`src/rtl/dfs_pkg.sv`:
```
// Package with the payload types and constants of the depth feed sequence sync block.
package dfs_pkg;

  localparam int HOLD_DEPTH_DEF = 32;
  localparam int TAG_BITS_DEF = 16;
  localparam int ID_W = 63;
  localparam int MS_W = 43;
  localparam int LIM_W = 6;

  localparam logic [19:0] MS_TO_NS = 20'd1000000;
  localparam logic [LIM_W-1:0] LIMIT_RESET = 6'd32;

  localparam logic [1:0] FUNC_DELTA = 2'd0;
  localparam logic [1:0] FUNC_SNAPSHOT = 2'd1;
  localparam logic [1:0] FUNC_RESET = 2'd2;

  typedef struct packed {
    logic [1:0]      func;
    logic [ID_W-1:0] upd_first;
    logic [ID_W-1:0] upd_last;
    logic [ID_W-1:0] snap_id;
    logic [15:0]     payload_tag;
    logic [MS_W-1:0] event_time_ms;
    logic [ID_W-1:0] recv_time_ns;
  } in_t;

  typedef struct packed {
    logic            has_update;
    logic            snap_flag;
    logic [15:0]     out_tag;
    logic [ID_W-1:0] exchange_time_ns;
    logic [ID_W-1:0] out_recv_time_ns;
    logic            verdict;
    logic            last_of_run;
  } out_t;

endpackage

```
`src/rtl/dfs_ms2ns.sv`:
```
// Two-stage converter from milliseconds to nanoseconds.
module dfs_ms2ns (
  input  logic                    clk,
  input  logic                    rst_n,
  input  logic                    start,
  input  logic [dfs_pkg::MS_W-1:0] ms,
  output logic                    done,
  output logic [dfs_pkg::ID_W-1:0] ns
);

  logic [41:0] p_lo_r;
  logic [40:0] p_hi_r;
  logic        v1_r;
  logic        v2_r;
  logic [dfs_pkg::ID_W-1:0] ns_r;

  // The two halves of the product are formed in the first stage.
  always_ff @(posedge clk) begin
    if (start) begin
      p_lo_r <= 42'(ms[21:0]) * 42'(dfs_pkg::MS_TO_NS);
      p_hi_r <= 41'(ms[42:22]) * 41'(dfs_pkg::MS_TO_NS);
    end
    if (v1_r) begin
      ns_r <= 63'(p_lo_r) + {p_hi_r, 22'd0};
    end
  end

  // Control bits follow the data through the two stages.
  always_ff @(posedge clk) begin
    if (!rst_n) begin
      v1_r <= 1'b0;
      v2_r <= 1'b0;
    end else begin
      v1_r <= start;
      v2_r <= v1_r;
    end
  end

  assign done = v2_r;
  assign ns = ns_r;

endmodule

```
`config.mk`:
```
export PLATFORM = sky130hd
export DESIGN_NAME = dfs_ms2ns
export DESIGN_NICKNAME = d
export VERILOG_FILES = /design/src/rtl/dfs_pkg.sv /design/src/rtl/dfs_ms2ns.sv
export SDC_FILE = /design/constraint.sdc
export NUM_CORES = 1
export LEC_CHECK = 0
export BUFFER_PORTS_ARGS = -buffer_cell sky130_fd_sc_hd__buf_4
export CORE_MARGIN = 1
export CORE_UTILIZATION = 65
export DETAILED_ROUTE_END_ITERATION = 7
export GPL_TIMING_DRIVEN = 0
export PLACE_DENSITY = 0.85
export SLEW_MARGIN = 20
export SYNTH_ARGS = -nofsm -noshare
export SYNTH_HDL_FRONTEND = slang
export SYNTH_SLANG_ARGS = --single-unit
```
`constraint.sdc`:
```
create_clock -name clk -period 9.6 [get_ports clk]
set_input_delay 0.48 -clock clk [delete_from_list [all_inputs] [get_ports clk]]
set_output_delay 0.48 -clock clk [all_outputs]
set_load 0.05 [all_outputs]
```
-- Yosys cells after proc, flatten, opt, wreduce, memory -nomap -nowiden
Index checks and enable logic that the tools add are counted.
- register bits: 136
- latch bits: 0
- bits in writable memories: 0
- bits in read-only memories: 0
- input bits: 46
- output and inout port bits: 64
- word-level logic and storage cells: 8
- memories kept: 0
- add/subtract/negate cells: 1
- multipliers: 2
- divide/modulo/power cells: 0
- magnitude comparators: 0
- eq/ne operators: 0
- shift-type cells: 0
- multiplexer cells: 0
- bitwise operators: 0
- reductions and logical operators: 0
- operators with widths (operator ; count):
    $add A42 B63 Y63 ; 1
    $mul A22 B14 Y36 const B ; 1
    $mul A21 B14 Y35 const B ; 1

-- Logic depth before layout (Yosys ltp)
- depth after elaboration: 1
- gate-level depth with buffers: 21
- gate-level depth less buffers: 20

-- Worst setup path after synthesis
OpenSTA, ideal clock, no wires.
- path kind: in2reg
- start: input port ms[24] (netlist name)
- end: register p_hi_r[40] (data pin)
- library setup time: 260 ps
- arrival: 5471 ps
- data required time: 9340 ps
- path slack: 3869 ps
- stages on the path: 21
- path buffers: 1
- cells stage by stage: inv_1 fa_1 inv_1 fa_1 fa_1 fa_1 ha_1 inv_1 fa_1 inv_1 ha_1 buf_2 a21o_1 a21o_1 a221o_1 a41oi_2 o31ai_1 o41a_1 a41o_1 a21oi_2 xnor2_1
- word-level cells in the longest chain between the ends: 1
- RTL lines (what ; RTL line ; text):
    from (decl) ; dfs_ms2ns.sv:6 ; input logic [dfs_pkg::MS_W-1:0] ms,
    $mul A21 B14 Y35 ; dfs_ms2ns.sv:21 ; p_hi_r <= 41'(ms[42:22]) * 41'(dfs_pkg::MS_TO_NS);
    to (signal assigned) ; dfs_ms2ns.sv:21 ;
    to (decl) ; dfs_ms2ns.sv:12 ; logic [40:0] p_hi_r;
No other way between the ends.
A chain may end at the register's enable or synchronous reset.

-- Worst setup path after layout
- start: input port ms[9] (netlist name)
- end: register p_lo_r[41] (data pin)
- word-level cells in the longest chain between the ends: 1
- RTL lines (what ; RTL line ; text):
    $mul A22 B14 Y36 ; dfs_ms2ns.sv:20 ; p_lo_r <= 42'(ms[21:0]) * 42'(dfs_pkg::MS_TO_NS);
    to (signal assigned) ; dfs_ms2ns.sv:20 ;
    to (decl) ; dfs_ms2ns.sv:11 ; logic [41:0] p_lo_r;
No other way between the ends.

==> flow_summary.json <==
{
  "synth_top_area_share_pct": 26.63,
  "period_share_pct": 62.39,
  "netlist_top_cells_area": "edfxtp_1, fa_1, ha_1, inv_1, xnor2_1",
  "synth_area_leader_cell": "edfxtp_1",
  "finalCoreUtilization_pct": 74.09,
  "synth_edf_count": 128,
  "num_io_pins": 110,
  "clkTransAtPathRegs_ps": 60,
  "cts_resized": 0,
  "hp-start": "rst_n",
  "mostFrequentLayoutCell": "ha_1",
  "antenna_found_initial": 0,
  "drc_errors": 0,
  "grt_pass1_vias": 10070,
  "overflow": 0,
  "fp.dieW_um": 151.0,
  "slew_viol_final": 0,
  "initial_core_util_pct": 66.13,
  "fillers": 1449,
  "endpoint_kind": "flop",
  "slowest_stage": "fa_1",
  "slew_headroom_pct": 34.56,
  "critPathLaunchType": "primary input",
  "gp_congestion": 0.9075,
  "initialDrtViolationCount": 506,
  "viasPerCell": 5.679,
  "final_cell_mix": "ha_1, inv_1, fa_1",
  "critical_path_class": "primary input to flop",
  "cts_setup_buffers": 0,
  "fin_nets": 1872,
  "crit_chain": "buf_4 > inv_1 > fa_1 > fa_1 > inv_1 > fa_1 > fa_1 > ha_1 > inv_1 > fa_1 > inv_1 > ha_1 > a21oi_1 > o21ai_0 > nand2b_1 > a211oi_2 > o31ai_1 > and3_1 > a2111oi_4 > a21oi_1 > xnor2_1",
  "cts_buffer_depth": 2,
  "cts_max_level": 4,
  "synthCells": 1276,
  "syn_to_final_growth_pct": 12.04,
  "antennaDiodeCount": 0,
  "crit_buf_inv": 5,
  "fin_crit_ps": 5989,
  "tns_ps": 0,
  "fp.coreArea_um2": 21820,
  "vias": 9626,
  "ys_ff_latch": 130,
  "drive_above_1_share_pct": 10.60,
  "antenna_violating_nets_post_route": 0,
  "grt_max_degree": 73,
  "cts_made_buffers": 17,
  "cp.required_ps": 9750,
  "critPathArrivalTime_ps": 6140,
  "ys_seq_area_share_pct": 26.91,
  "skew_ps": 8.032,
  "hpwlAfterDp_mm": 23.40,
  "status": "finished, final reports clean",
  "startpoint": "ms[9]",
  "hold_viol": 0,
  "setup_viol": 0,
  "grt_pass1_wl_mm": 47.15,
  "reg2reg_setup_slack_ps": 6330,
  "cts_tree": "built",
  "fp.dieH_um": 151.0,
  "timing.fmax_mhz": 167.0,
  "syn_area_um2": 14430,
  "r2r-start": "p_lo_r[28]$_DFFE_PP_",
  "io_buffers": 103,
  "critPathMaxFanout": 6,
  "grtUsageTotal_pct": 26.70,
  "final_area_um2": 16170,
  "tightest_slew_ps": 981.7,
  "cp_slowest_stage_delay_ps": 560,
  "hold_path.class": "primary input to flop",
  "path_delay_family": "adder cells",
  "cts_hold_buf": 0,
  "rsz0062_at_grt": "false",
  "crit_top_cell": "fa_1",
  "clock_latency_ps": 420,
  "clock-root-buffer": "clkbuf_16",
  "drtPass1Iterations": 7,
  "yosys_warnings": 0,
  "cts_sinks": 130,
  "synth_cell_type_count": 58,
  "placed_area_um2": 15580,
  "synth_ff_type": "edfxtp_1",
  "ys_async_sr_fraction_pct": 0,
  "drv_cap": 0,
  "wl_mm": 28.25,
  "rows": 54,
  "avgSynthCellArea_um2": 11.31,
  "die-area_um2": 22800,
  "avgRoutedWirePerCell_um": 16.66
}
-- cell usage after synthesis, drive strengths merged (2+ instances only) --
| cell type | n |
|---|---|
| a2111oi | 6 |
| a211o | 2 |
| a211oi | 13 |
| a21bo | 2 |
| a21o | 29 |
| a21oi | 65 |
| a221oi | 3 |
| a311oi | 3 |
| a31o | 3 |
| a31oi | 8 |
| a41oi | 4 |
| and2 | 6 |
| and3 | 16 |
| buf | 7 |
| clkbuf | 10 |
| dfxtp | 2 |
| edfxtp | 128 |
| fa | 166 |
| ha | 257 |
| inv | 246 |
| nand2 | 37 |
| nand2b | 6 |
| nand3 | 16 |
| nand4 | 3 |
| nor2 | 47 |
| nor2b | 10 |
| nor3 | 13 |
| nor4 | 5 |
| o211ai | 3 |
| o21a | 7 |
| o21ai | 31 |
| o21bai | 4 |
| o22ai | 2 |
| o31ai | 4 |
| o41ai | 2 |
| or2 | 2 |
| xnor2 | 66 |
| xor2 | 30 |
-- final cells by class --
| type | instances | area, um^2 | share of cell area (%) |
|---|---|---|---|
| Buffer | 17 | 87.58 | 0.5417 |
| Clock buffer | 18 | 429.2 | 2.654 |
| Clock inverter | 13 | 162.7 | 1.006 |
| Inverter | 246 | 923.4 | 5.711 |
| Multi-Input combinational cell | 888 | 9555 | 59.10 |
| Sequential cell | 130 | 3887 | 24.04 |
| Tap cell | 280 | 350.3 | 2.167 |
| Timing Repair Buffer | 103 | 773.2 | 4.782 |
-- path summary, 6_finish.rpt --
path / endpoint / cells past startpoint
min reg2reg: ns[11]$_DFFE_PP_ / 0
min: done$_SDFF_PN0_ / 2
max reg2reg: ns[62]$_DFFE_PP_ / 12
max: p_lo_r[41]$_DFFE_PP_ / 21
-- kinds of logic after synthesis --
kind of cell               after synthesis  share of synthesized area, %
xor gates and xnor gates                96                         5.826
buffers and inverters                  263                         7.005
DFF                                    130                         26.91
AOI/OAI and AO/OA                      197                         9.338
adders and majority gates              423                         45.31
other                                    1                       0.02599
and+or+nand+nor                        166                         5.584
-- per-stage QoR --
stage / std cells / hold WS (ps) / worst slack, ps
5_1_grt: 1695 / 289.0 / 3309
3_5_place_dp: 1664 / 404.5 / 3230
2_1_floorplan: 1281 / 400.3 / 3869
3_3_place_gp: 1664 / 400.2 / 3348
6_report: 1695 / 281.3 / 3611
4_1_cts: 1695 / 272.3 / 3644
-- flip-flops by register name, summed over array words and instances, names as in the netlist --
name / count
done: 1
ns: 57
p_hi_r: 35
v1_r: 1
p_lo_r: 36
-- layer usage --
metal | global-route usage, % | share of wire, % | wire length [um] | vias to the layer above
met2 | 44.63 | 49 | 13820 | 274
met5 | 0 | 0 | 0 | -
met1 | 36.37 | 44 | 12520 | 4732
met3 | 4.277 | 5.4 | 1522 | 32
li1 | - | - | - | 4588
met4 | 6.750 | 1.4 | 390 | 0
Power is left out: the tool's default activity adds up to more than one toggle a clock period on the data nets, which glitch-free logic cannot reach.
